--- config.mk ---
export PLATFORM = sky130hd
export DESIGN_NAME = bounded_deque_with_search
export DESIGN_NICKNAME = d
export VERILOG_FILES = /design/src/sv/bdq_pkg.sv /design/src/sv/bdq_cell.sv /design/src/sv/bounded_deque_with_search.sv
export SDC_FILE = /design/constraint.sdc
export NUM_CORES = 1
export LEC_CHECK = 0
export ABC_AREA = 1
export BUFFER_PORTS_ARGS = -buffer_cell sky130_fd_sc_hd__buf_2
export CAP_MARGIN = 20
export CORE_UTILIZATION = 57
export DETAILED_ROUTE_END_ITERATION = 12
export PLACE_DENSITY_LB_ADDON = 0.15
export RECOVER_POWER = 100
export REMOVE_ABC_BUFFERS = 1
export SLEW_MARGIN = 20
export SYNTH_ARGS = -nofsm -noshare
export SYNTH_HDL_FRONTEND = slang
export SYNTH_SLANG_ARGS = --single-unit
--- constraint.sdc ---
create_clock -name clk -period 4.3 [get_ports clk]
set_input_delay 0.215 -clock clk [delete_from_list [all_inputs] [get_ports clk]]
set_output_delay 0.215 -clock clk [all_outputs]
set_load 0.01 [all_outputs]
--- src/sv/bdq_pkg.sv ---
// Package for the bounded deque: item types, codes and cell control.
package bdq_pkg;

	localparam int unsigned CAPACITY_DEF = 16;
	localparam int unsigned VAL_W        = 32;
	localparam int unsigned POS_W        = 4;
	localparam int unsigned COUNT_W      = 5;

	typedef enum logic [1:0] {
		CMD_PUSH_FRONT = 2'd0,
		CMD_PUSH_BACK  = 2'd1,
		CMD_POP_FRONT  = 2'd2,
		CMD_SEARCH     = 2'd3
	} cmd_t;

	typedef enum logic [1:0] {
		STAT_OK        = 2'd0,
		STAT_FULL      = 2'd1,
		STAT_EMPTY     = 2'd2,
		STAT_NOT_FOUND = 2'd3
	} stat_t;

	typedef struct packed {
		cmd_t                     command;
		logic signed [VAL_W-1:0]  item_value;
	} req_t;

	typedef struct packed {
		stat_t                    status;
		logic signed [VAL_W-1:0]  result_value;
		logic [POS_W-1:0]         position;
		logic [COUNT_W-1:0]       entry_count;
	} rsp_t;

	// What a cell does with its value this cycle.
	typedef enum logic [1:0] {
		CELL_HOLD  = 2'd0,
		CELL_SHR   = 2'd1,
		CELL_SHL   = 2'd2,
		CELL_LOAD  = 2'd3
	} cell_op_t;

	typedef struct packed {
		cell_op_t op;
		logic     cmp_en;
	} cell_ctrl_t;

endpackage

--- src/sv/bdq_cell.sv ---
// One storage cell of the deque chain: a value, its neighbor moves and a match flag.
module bdq_cell (
	input  logic                             clk,
	input  logic                             arst_n,
	input  bdq_pkg::cell_ctrl_t              ctrl,
	input  logic signed [bdq_pkg::VAL_W-1:0] front_data,
	input  logic signed [bdq_pkg::VAL_W-1:0] back_data,
	input  logic signed [bdq_pkg::VAL_W-1:0] load_data,
	input  logic signed [bdq_pkg::VAL_W-1:0] key,
	output logic signed [bdq_pkg::VAL_W-1:0] data,
	output logic                             match
);

	logic signed [bdq_pkg::VAL_W-1:0] data_q;
	logic                             match_q;

	always_ff @(posedge clk) begin
		case (ctrl.op)
			bdq_pkg::CELL_SHR:  data_q <= front_data;
			bdq_pkg::CELL_SHL:  data_q <= back_data;
			bdq_pkg::CELL_LOAD: data_q <= load_data;
			default:            data_q <= data_q;
		endcase
	end

	// Latch the compare so the priority pick sees a registered row of flags.
	always_ff @(posedge clk or negedge arst_n) begin
		if (!arst_n) begin
			match_q <= 1'b0;
		end else if (ctrl.cmp_en) begin
			match_q <= (data_q == key);
		end
	end

	assign data  = data_q;
	assign match = match_q;

endmodule

--- src/sv/bounded_deque_with_search.sv ---
// Top level of the bounded deque with search: cell chain, sequencer and result register.
//
// Usage: a request item on req (req_valid/req_ready) carries a command and a
// 32-bit value: push front, push back, pop front, or search for the first
// entry from the front equal to the value. Every request gives exactly one
// response item on rsp (rsp_valid/rsp_ready) with a status, the popped or
// found value, the match position and the entry count after the command.
//
// Entries live in a chain of CAPACITY cells, front entry in cell 0. Push
// front shifts the whole chain one cell back, pop front shifts it one cell
// forward, push back loads the cell just past the last entry. Search makes
// every cell compare its value to the key in the same cycle, latches the
// flags in the cells, then picks the first flag among occupied cells.
//
// Push and pop finish in ST_EXEC once the output register is free (cells and
// response register update at the same edge); search goes on through the
// registered match row in ST_FIND before its response is written.
//
// Reset empties the store; cell contents are not cleared. When the receiver
// stalls, one finished response waits in the output register and the next
// request is still accepted; its own completion then holds until rsp drains.
module bounded_deque_with_search #(
	parameter int unsigned CAPACITY = bdq_pkg::CAPACITY_DEF
) (
	input  logic          clk,
	input  logic          arst_n,
	input  logic          req_valid,
	output logic          req_ready,
	input  bdq_pkg::req_t req,
	output logic          rsp_valid,
	input  logic          rsp_ready,
	output bdq_pkg::rsp_t rsp
);

	localparam int unsigned IDX_W = (CAPACITY > 1) ? $clog2(CAPACITY) : 1;
	localparam int unsigned CNT_W = $clog2(CAPACITY + 1);

	typedef enum logic [2:0] {
		ST_IDLE = 3'b001,
		ST_EXEC = 3'b010,
		ST_FIND = 3'b100
	} state_t;

	state_t                           state_q;
	bdq_pkg::cmd_t                    cmd_q;
	logic signed [bdq_pkg::VAL_W-1:0] val_q;
	logic [CNT_W-1:0]                 count_q;
	logic                             rsp_valid_q;
	bdq_pkg::rsp_t                    rsp_q;

	bdq_pkg::cell_ctrl_t              cell_ctrl [CAPACITY];
	logic signed [bdq_pkg::VAL_W-1:0] cell_data [CAPACITY];
	logic [CAPACITY-1:0]              cell_match;

	logic             out_free;
	logic             full;
	logic             empty;
	logic             commit;
	logic [CNT_W-1:0] count_next;
	bdq_pkg::rsp_t    rsp_next;
	logic             found;
	logic [IDX_W-1:0] found_idx;

	assign out_free  = !rsp_valid_q || rsp_ready;
	assign full      = (count_q == CNT_W'(CAPACITY));
	assign empty     = (count_q == '0);
	assign req_ready = (state_q == ST_IDLE);

	// Per-cell control: shift the chain on front push and pop, load one
	// cell on back push, compare everywhere on search.
	always_comb begin
		for (int i = 0; i < CAPACITY; i++) begin
			cell_ctrl[i].op     = bdq_pkg::CELL_HOLD;
			cell_ctrl[i].cmp_en = (state_q == ST_EXEC) && (cmd_q == bdq_pkg::CMD_SEARCH);
			if (state_q == ST_EXEC && out_free) begin
				unique case (cmd_q)
					bdq_pkg::CMD_PUSH_FRONT: begin
						if (!full) cell_ctrl[i].op = bdq_pkg::CELL_SHR;
					end
					bdq_pkg::CMD_PUSH_BACK: begin
						if (!full && count_q[IDX_W-1:0] == IDX_W'(i))
							cell_ctrl[i].op = bdq_pkg::CELL_LOAD;
					end
					bdq_pkg::CMD_POP_FRONT: begin
						if (!empty) cell_ctrl[i].op = bdq_pkg::CELL_SHL;
					end
					default: begin
						cell_ctrl[i].op = bdq_pkg::CELL_HOLD;
					end
				endcase
			end
		end
	end

	for (genvar i = 0; i < CAPACITY; i++) begin : g_cell
		logic signed [bdq_pkg::VAL_W-1:0] front_d;
		logic signed [bdq_pkg::VAL_W-1:0] back_d;

		if (i == 0) begin : g_head
			assign front_d = val_q;
		end else begin : g_mid
			assign front_d = cell_data[i-1];
		end
		if (i == CAPACITY - 1) begin : g_tail
			assign back_d = cell_data[i];
		end else begin : g_inner
			assign back_d = cell_data[i+1];
		end

		bdq_cell u_cell (
			.clk        (clk),
			.arst_n     (arst_n),
			.ctrl       (cell_ctrl[i]),
			.front_data (front_d),
			.back_data  (back_d),
			.load_data  (val_q),
			.key        (val_q),
			.data       (cell_data[i]),
			.match      (cell_match[i])
		);
	end

	// Pick the first latched match among occupied cells.
	always_comb begin
		found     = 1'b0;
		found_idx = '0;
		for (int i = CAPACITY - 1; i >= 0; i--) begin
			if (cell_match[i] && (CNT_W'(i) < count_q)) begin
				found     = 1'b1;
				found_idx = IDX_W'(i);
			end
		end
	end

	// Build the response and the new count for the finishing command.
	always_comb begin
		count_next            = count_q;
		rsp_next.status       = bdq_pkg::STAT_OK;
		rsp_next.result_value = '0;
		rsp_next.position     = '0;
		commit                = 1'b0;
		unique case (state_q)
			ST_EXEC: begin
				commit = out_free && (cmd_q != bdq_pkg::CMD_SEARCH);
				unique case (cmd_q) inside
					bdq_pkg::CMD_PUSH_FRONT, bdq_pkg::CMD_PUSH_BACK: begin
						if (full) rsp_next.status = bdq_pkg::STAT_FULL;
						else count_next = count_q + CNT_W'(1);
					end
					bdq_pkg::CMD_POP_FRONT: begin
						if (empty) begin
							rsp_next.status = bdq_pkg::STAT_EMPTY;
						end else begin
							count_next            = count_q - CNT_W'(1);
							rsp_next.result_value = cell_data[0];
						end
					end
					default: begin
						rsp_next.status = bdq_pkg::STAT_NOT_FOUND;
					end
				endcase
			end
			ST_FIND: begin
				commit = out_free;
				if (found) begin
					rsp_next.result_value = val_q;
					rsp_next.position     = bdq_pkg::POS_W'(found_idx);
				end else begin
					rsp_next.status = bdq_pkg::STAT_NOT_FOUND;
				end
			end
			default: begin
				commit = 1'b0;
			end
		endcase
		rsp_next.entry_count = bdq_pkg::COUNT_W'(count_next);
	end

	always_ff @(posedge clk or negedge arst_n) begin
		if (!arst_n) begin
			state_q     <= ST_IDLE;
			count_q     <= '0;
			rsp_valid_q <= 1'b0;
		end else begin
			unique case (state_q)
				ST_IDLE: begin
					if (req_valid) state_q <= ST_EXEC;
				end
				ST_EXEC: begin
					// Search goes on to the pick; others finish once the output frees.
					if (cmd_q == bdq_pkg::CMD_SEARCH) state_q <= ST_FIND;
					else if (commit) state_q <= ST_IDLE;
				end
				ST_FIND: begin
					if (commit) state_q <= ST_IDLE;
				end
				default: begin
					state_q <= ST_IDLE;
				end
			endcase
			if (commit) begin
				count_q     <= count_next;
				rsp_valid_q <= 1'b1;
			end else if (rsp_ready) begin
				rsp_valid_q <= 1'b0;
			end
		end
	end

	// Capture the request; hold the response until it is taken.
	always_ff @(posedge clk) begin
		if (req_valid && req_ready) begin
			cmd_q <= req.command;
			val_q <= req.item_value;
		end
		if (commit) rsp_q <= rsp_next;
	end

	assign rsp_valid = rsp_valid_q;
	assign rsp       = rsp_q;

endmodule
# Word level (Yosys, flattened, before mapping)
# Index checks and enable logic that the tools add are counted.
[word_totals]
ff_bits = 614
in_bits = 38
output_inout_bits = 45
wordCells = 333
[classes]
n_addsub = 2
magnitude_cmp = 16
n_eq_ne = 87
n_mux = 117
bitwise = 2
n_reduce_logical = 65
[ops]
columns = ["op", "n"]
rows = [
  ["32-bit one-hot mux with 3 select lines", 14],
  ["32-bit equality test", 16],
  ["32-bit one-hot mux with 2 select lines", 2],
  ["2-bit one-hot mux with 3 select lines", 16],
  ["2-bit 2-to-1 mux", 35],
  ["34-bit one-hot mux with 2 select lines", 1],
  ["2-bit equality test, second input constant", 33],
  ["32-bit 2-to-1 mux", 2],
  ["4-bit 2-to-1 mux", 16],
  ["3-bit nonzero test", 14],
  ["4-bit by 5-bit less-than comparator with 1-bit output, first input constant", 8],
  ["1-bit logical AND", 36],
  ["36-bit 2-to-1 mux", 1],
  ["2-bit by 1-bit equality test with 1-bit output, second input constant", 17],
  ["4-bit equality test, second input constant", 8],
  ["3-bit by 5-bit less-than comparator with 1-bit output, first input constant", 4],
  ["1-bit 2-to-1 mux", 20],
  ["4-bit by 3-bit equality test with 1-bit output, second input constant", 4],
  ["5-bit 2-to-1 mux", 3],
  ["1-bit by 5-bit less-than comparator with 1-bit output, first input constant", 2],
  ["2-bit by 5-bit less-than comparator with 1-bit output, first input constant", 2],
  ["5-bit one-hot mux with 2 select lines", 1],
  ["10-bit OR reduction", 1],
  ["3-bit 2-to-1 mux", 3],
  ["23 further kinds", 30],
]

# Logic depth before layout (Yosys ltp)
[logic_depth]
depth_word = 20
mapped_depth = 18
ltp_nobuf = 17

# Cells and area by module
# A second synthesis with hierarchy kept.
[unflattened]
hier_cells = 5323
hier_area_um2 = 39519.2
[by_module_without_submodules]
columns = ["module", "n_inst", "cells_each", "area_per_inst_um2", "seq_area_each_um2"]
rows = [
  ["bdq_cell", 16, 306, 2209.6, 985.9],
  ["bounded_deque_with_search", 1, 427, 4165.2, 2538.7],
]

# Worst setup path before layout
# No wires, ideal clock.
[synth_path]
kind = "reg2reg"
start = "register state_q[2]"
end = "register count_q[2]"
setup_ps = 93
t_arrival_ps = 4028
required_time_ps = 4207
slack_ps = 179
stages_incl_launch_ff = 8
n_path_buf = 0
period_less_slack_ps = 4121
cell_sequence = "dfrtp_1 nor3_4 inv_2 nor2_4 inv_1 a21oi_1 inv_1 o21ai_0"
[synth_via]
elab_chain_cells = 2
word_cells_on_any_way = 4
classes_between = "eq/ne: 2; mux: 2"
[synth_rtl]
columns = ["item", "line", "rtl"]
rows = [
  ["from (decl)", "bounded_deque_with_search.sv:44", "state_t state_q;"],
  ["from (signal assigned)", "bounded_deque_with_search.sv:181", "state_q <= ST_IDLE;"],
  ["from (signal assigned)", "bounded_deque_with_search.sv:187", "if (req_valid) state_q <= ST_EXEC;"],
  ["from (signal assigned)", "bounded_deque_with_search.sv:191", "if (cmd_q == bdq_pkg::CMD_SEARCH) state_q <= ST_FIND;"],
  ["3-bit equality test or 3-bit by 2-bit equality test with 1-bit output (tied branches)", "bounded_deque_with_search.sv:142", "unique case (state_q)"],
  ["1-bit one-hot mux with 2 select lines (*)", "bounded_deque_with_search.sv:142", ""],
  ["via commit", "bounded_deque_with_search.sv:58", "logic commit;"],
  ["to (signal assigned)", "bounded_deque_with_search.sv:202", "count_q <= count_next;"],
  ["to (decl)", "bounded_deque_with_search.sv:47", "logic [CNT_W-1:0] count_q;"],
]
# The timed path passes the listed nets; every way through them passes the cells marked *.
# A chain may end at the register's enable or synchronous reset.

# Worst setup path in the final report
[layout_path]
start = "register count_q[0]"
end = "register g_cell[9].u_cell.data_q (netlist bit g_cell[9].u_cell.data[15]) (enable)"
[layout_via]
elab_chain_cells = 8
word_cells_on_any_way = 14
classes_between = "eq/ne: 5; mux: 5; reduce/logical: 4"
[layout_rtl]
columns = ["item", "line", "rtl"]
rows = [
  ["5-bit equality test", "bounded_deque_with_search.sv:65", "assign full = (count_q == CNT_W'(CAPACITY));"],
  ["1-bit logical NOT", "bounded_deque_with_search.sv:81", "if (!full && count_q[IDX_W-1:0] == IDX_W'(i))"],
  ["1-bit logical AND", "bounded_deque_with_search.sv:81", ""],
  ["2-bit 2-to-1 mux", "bounded_deque_with_search.sv:81", ""],
  ["2-bit one-hot mux with 3 select lines (*)", "bounded_deque_with_search.sv:76", "unique case (cmd_q)"],
  ["2-bit 2-to-1 mux (*)", "bounded_deque_with_search.sv:75", "if (state_q == ST_EXEC && out_free) begin"],
  ["2-bit by 1-bit equality test with 1-bit output or 2-bit equality test (tied branches)", "bdq_cell.sv:18", "case (ctrl.op)"],
  ["3-bit nonzero test (no line) (*)", "-", ""],
  ["to (signal assigned)", "bdq_cell.sv:19", "bdq_pkg::CELL_SHR: data_q <= front_data;"],
  ["to (signal assigned)", "bdq_cell.sv:20", "bdq_pkg::CELL_SHL: data_q <= back_data;"],
  ["to (signal assigned)", "bdq_cell.sv:21", "bdq_pkg::CELL_LOAD: data_q <= load_data;"],
  ["to (decl)", "bdq_cell.sv:14", "logic signed [bdq_pkg::VAL_W-1:0] data_q;"],
]
# Mark *: on every way between the ends. The rest lies on a longest branch, timed or not.

==> flow_metrics.py <==
metrics = {
    "power": {
        "power_mw": 18.2,
        "p_per_area_nw_per_um2": 485,
        "p_leak_nw": 13.9,
        "ir_drop_mv": 0.376,
    },
    "clock_tree": {
        "post_cts_resized": 0,
        "cts.sinks": 614,
        "clk_latency_ps": 620,
        "root_buffer": "clkbuf_16",
        "htree_levels": 3,
        "clkTransAtPathRegs_ps": 60,
        "clockBufferDepth": 3,
        "cts_tree": "done",
        "numCtsBuffers": 69,
    },
    "cells_and_area": {
        "post-route-util_pct": 63.4,
        "fin_nets": 3466,
        "seq_area_um2": 18300,
        "multi_input_area_um2": 13800,
        "n_antenna_cell": 0,
        "finalInstanceArea_um2": 37500,
        "syn2layout_area_growth_pct": 9.66,
        "layout-drive-gt1-share_pct": 8.11,
        "fillers": 4812,
    },
    "route": {
        "drtAntennaViolNets": 0,
        "routed_wl_um": 104000,
        "drc": 8,
        "num_vias": 27800,
        "post_drt_wl_per_cell_um": 24.5,
        "via_per_inst": 6.55,
        "dr.pass1.iters": 10,
        "drt_iter0_markers": 4094,
    },
    "logic_synthesis": {
        "seq_area_frac_synth_pct": 53.6,
        "syn-cell-area_um2": 34200,
        "synth.avg_cell_area_um2": 10.0,
        "yosysTopAreaCell": "edfxtp_1",
        "synth-edff-count": 589,
        "synthesis.instances": 3402,
        "ys_types": 52,
        "synth.yosys.warnings": 0,
        "synth_seq_cells": 614,
        "ys.flop_type": "edfxtp_1",
        "yosys-top-cells-count": "743 x nand2_1, 589 x edfxtp_1, 267 x xor2_1, 251 x o21ai_0, 183 x a22oi_1",
        "yosys.area.top_type_share_pct": 51.8,
        "yosys-top-cells-area": "edfxtp_1 52%, nand2_1 8.2%, xor2_1 6.8%",
        "synth_most_common_cell": "nand2_1",
        "postSynth.asyncResetShare_pct": 4.07,
    },
    "floorplanning": {
        "row_count": 89,
        "placeableCoreArea_um2": 59100,
        "die_area_um2": 60900,
        "start_util_pct": 57.8,
        "chipHeight_um": 247,
        "io-pin-count": 83,
        "die_width_um": 247,
    },
    "global_route": {
        "grt_max_degree": 186,
        "grt_usage_pct": 34.1,
        "antenna_found_initial": 0,
        "grt_remaining_overflow": 0,
        "grt_pass1_wl_um": 158000,
        "grt_pass1_vias": 26000,
    },
    "timing": {
        "worst_slew_pin_slew_ps": 2500,
        "skew_ps": 23.3,
        "setup_violations": 0,
        "relSlewSlack_pct": -66.9,
        "layout_min_cycle_time_ps": 3560,
        "hold_viol_final": 0,
        "fmax_mhz": 281,
        "rsz0062_at_grt": "no",
        "finalMaxSlewViolations": 121,
        "period_share_pct": 82.9,
    },
    "worst_setup_path": {
        "crit_fanout": 28,
        "crit_type": "reg -> reg",
        "max_stage_delay_ps": 660,
        "reg2reg_slack_ps": 740,
        "critPathLaunchType": "register",
        "crit_path_top_delay_cell": "nand3_1",
        "cpMostUsedCell": "inv_1",
        "required_ps": 4530,
        "end_kind": "register",
        "cp_data_arrival_time_ps": 3800,
        "cp_cell_sequence": "inv_1 -> ha_1 -> inv_1 -> nor3_1 -> nor2_4 -> nand3_1 -> nand2_1 -> clkbuf_2",
    },
    "placement": {
        "placed_area_um2": 35100,
        "dp_hpwl_um": 74600,
        "portBuffers": 82,
        "place.gp.congestion": 0.952,
    },
    "outcome": {
        "violations": "design-rule violations, max-capacitance violations, max-slew violations",
        "status": "finished, violations left",
    },
    "min_path": {
        "worstHoldPathType": "in -> reg",
    },
    "job": {
        "cap_violations": 4,
    },
}
-- metrics by stage --
step                TNS (ps)  setup slack, ps  std cells  hold slack (ps)
floorplan            -890830            -4180       3129            -80.6
CTS                        0              853       4251              234
global placement           0             1020       4088              331
detailed placement         0              874       4088              332
finish                     0              737       4251              313
global route               0              449       4251              298
-- final cells by class --
type,instances,share of cell area [%]
clock buffers,91,5.05
clock inverters,35,0.698
inverters,211,2.12
multi-input cells,2304,36.8
flip-flops and latches,614,48.9
well taps,773,2.58
repair buffers,223,3.88
-- repair_timing --
item / CTS / global route
setup endpoints to repair: 0 / 0
buffers inserted: 0 / 0
hold buffers: 37 / 0
endpoints found under the hold margin: 60 / 0
-- registers in the layout, indices dropped and copies added, names as in the netlist --
| signal | cells |
|---|---|
| cmd_q | 2 |
| count_q | 5 |
| g_cell.front_d | 32 |
| g_cell.u_cell.data | 512 |
| g_cell.u_cell.match | 16 |
| rsp | 43 |
| rsp_valid | 1 |
| state_q | 3 |
-- cell usage in the layout, fill, tap and decap left out, drive strengths merged, types with 2 or more instances in the layout --
cell type,Yosys,routed
o32ai,2,2
dlygate4sd3,0,37
a2111oi,4,4
o221ai,172,172
bufinv,0,3
o31ai,12,12
a22oi,183,183
or2,22,22
edfxtp,589,589
nor3,39,39
a21oi,17,17
inv,197,198
clkbuf,109,164
nor4,60,60
a31oi,4,4
nand3,92,92
a211oi,6,6
nor2,74,74
o22ai,22,22
clkinv,14,42
xor2,267,267
o211ai,95,95
nand4,49,49
o41ai,3,3
xnor2,130,130
o21ai,286,286
ha,5,5
nand2,751,751
clkinvlp,0,3
buf,164,113
o2111ai,3,3
dfrtp,24,24
-- cells by family (layout without fill, tap and decap cells) --
| family | count (synthesis) | count (layout) | share of synthesized area [%] |
|---|---|---|---|
| and+or+nand+nor | 1090 | 1090 | 13.7 |
| AOI/OAI and AO/OA | 812 | 812 | 16.3 |
| DFF | 614 | 614 | 53.6 |
| buffers and inverters | 484 | 560 | 6.03 |
| xor gates and xnor gates | 397 | 397 | 10.2 |
| adders and majority gates | 5 | 5 | 0.183 |
-- routing by layer --
| layer | global-route usage [%] | vias to the layer above | share of wire (%) |
|---|---|---|---|
| met2 | 49.0 | 1882 | 43 |
| met1 | 50.6 | 13400 | 42 |
| met4 | 14.9 | 0 | 4.1 |
| met3 | 5.49 | 191 | 12 |
| met5 | 0 | - | 0 |
| li1 | - | 12400 | - |
-- worst max-delay path, delay by kind of cell, from the launching register on --
family,cells,cell delay (ps)
and+or+nand+nor,4,1470
buffers and inverters,3,970
DFF,1,430
adders and majority gates,1,270
-- final timing paths --
kind / endpoint / start / depth (start not counted)
max: g_cell[9].u_cell.data[15]$_DFFE_PP_ / count_q[0]$_DFFE_PN0P_ / 8
min: g_cell[0].front_d[3]$_DFFE_PP_ / req[3] / 2
max reg2reg: g_cell[9].u_cell.data[15]$_DFFE_PP_ / count_q[0]$_DFFE_PN0P_ / 8
min reg2reg: g_cell[2].u_cell.match$_DFFE_PN0P_ / g_cell[2].u_cell.match$_DFFE_PN0P_ / 2
max in group asynchronous: g_cell[1].u_cell.match$_DFFE_PN0P_ / arst_n / 2
min in group asynchronous: g_cell[15].u_cell.match$_DFFE_PN0P_ / arst_n / 2
-- where the power goes --
group	switching, mW	internal (mW)	total [mW]
sequential	0.659	7.47	8.13
combinational	2.96	1.36	4.32
clock	2.44	3.29	5.73
total	6.06	12.1	18.2
Note: power is estimated with default switching activity, not from simulation.
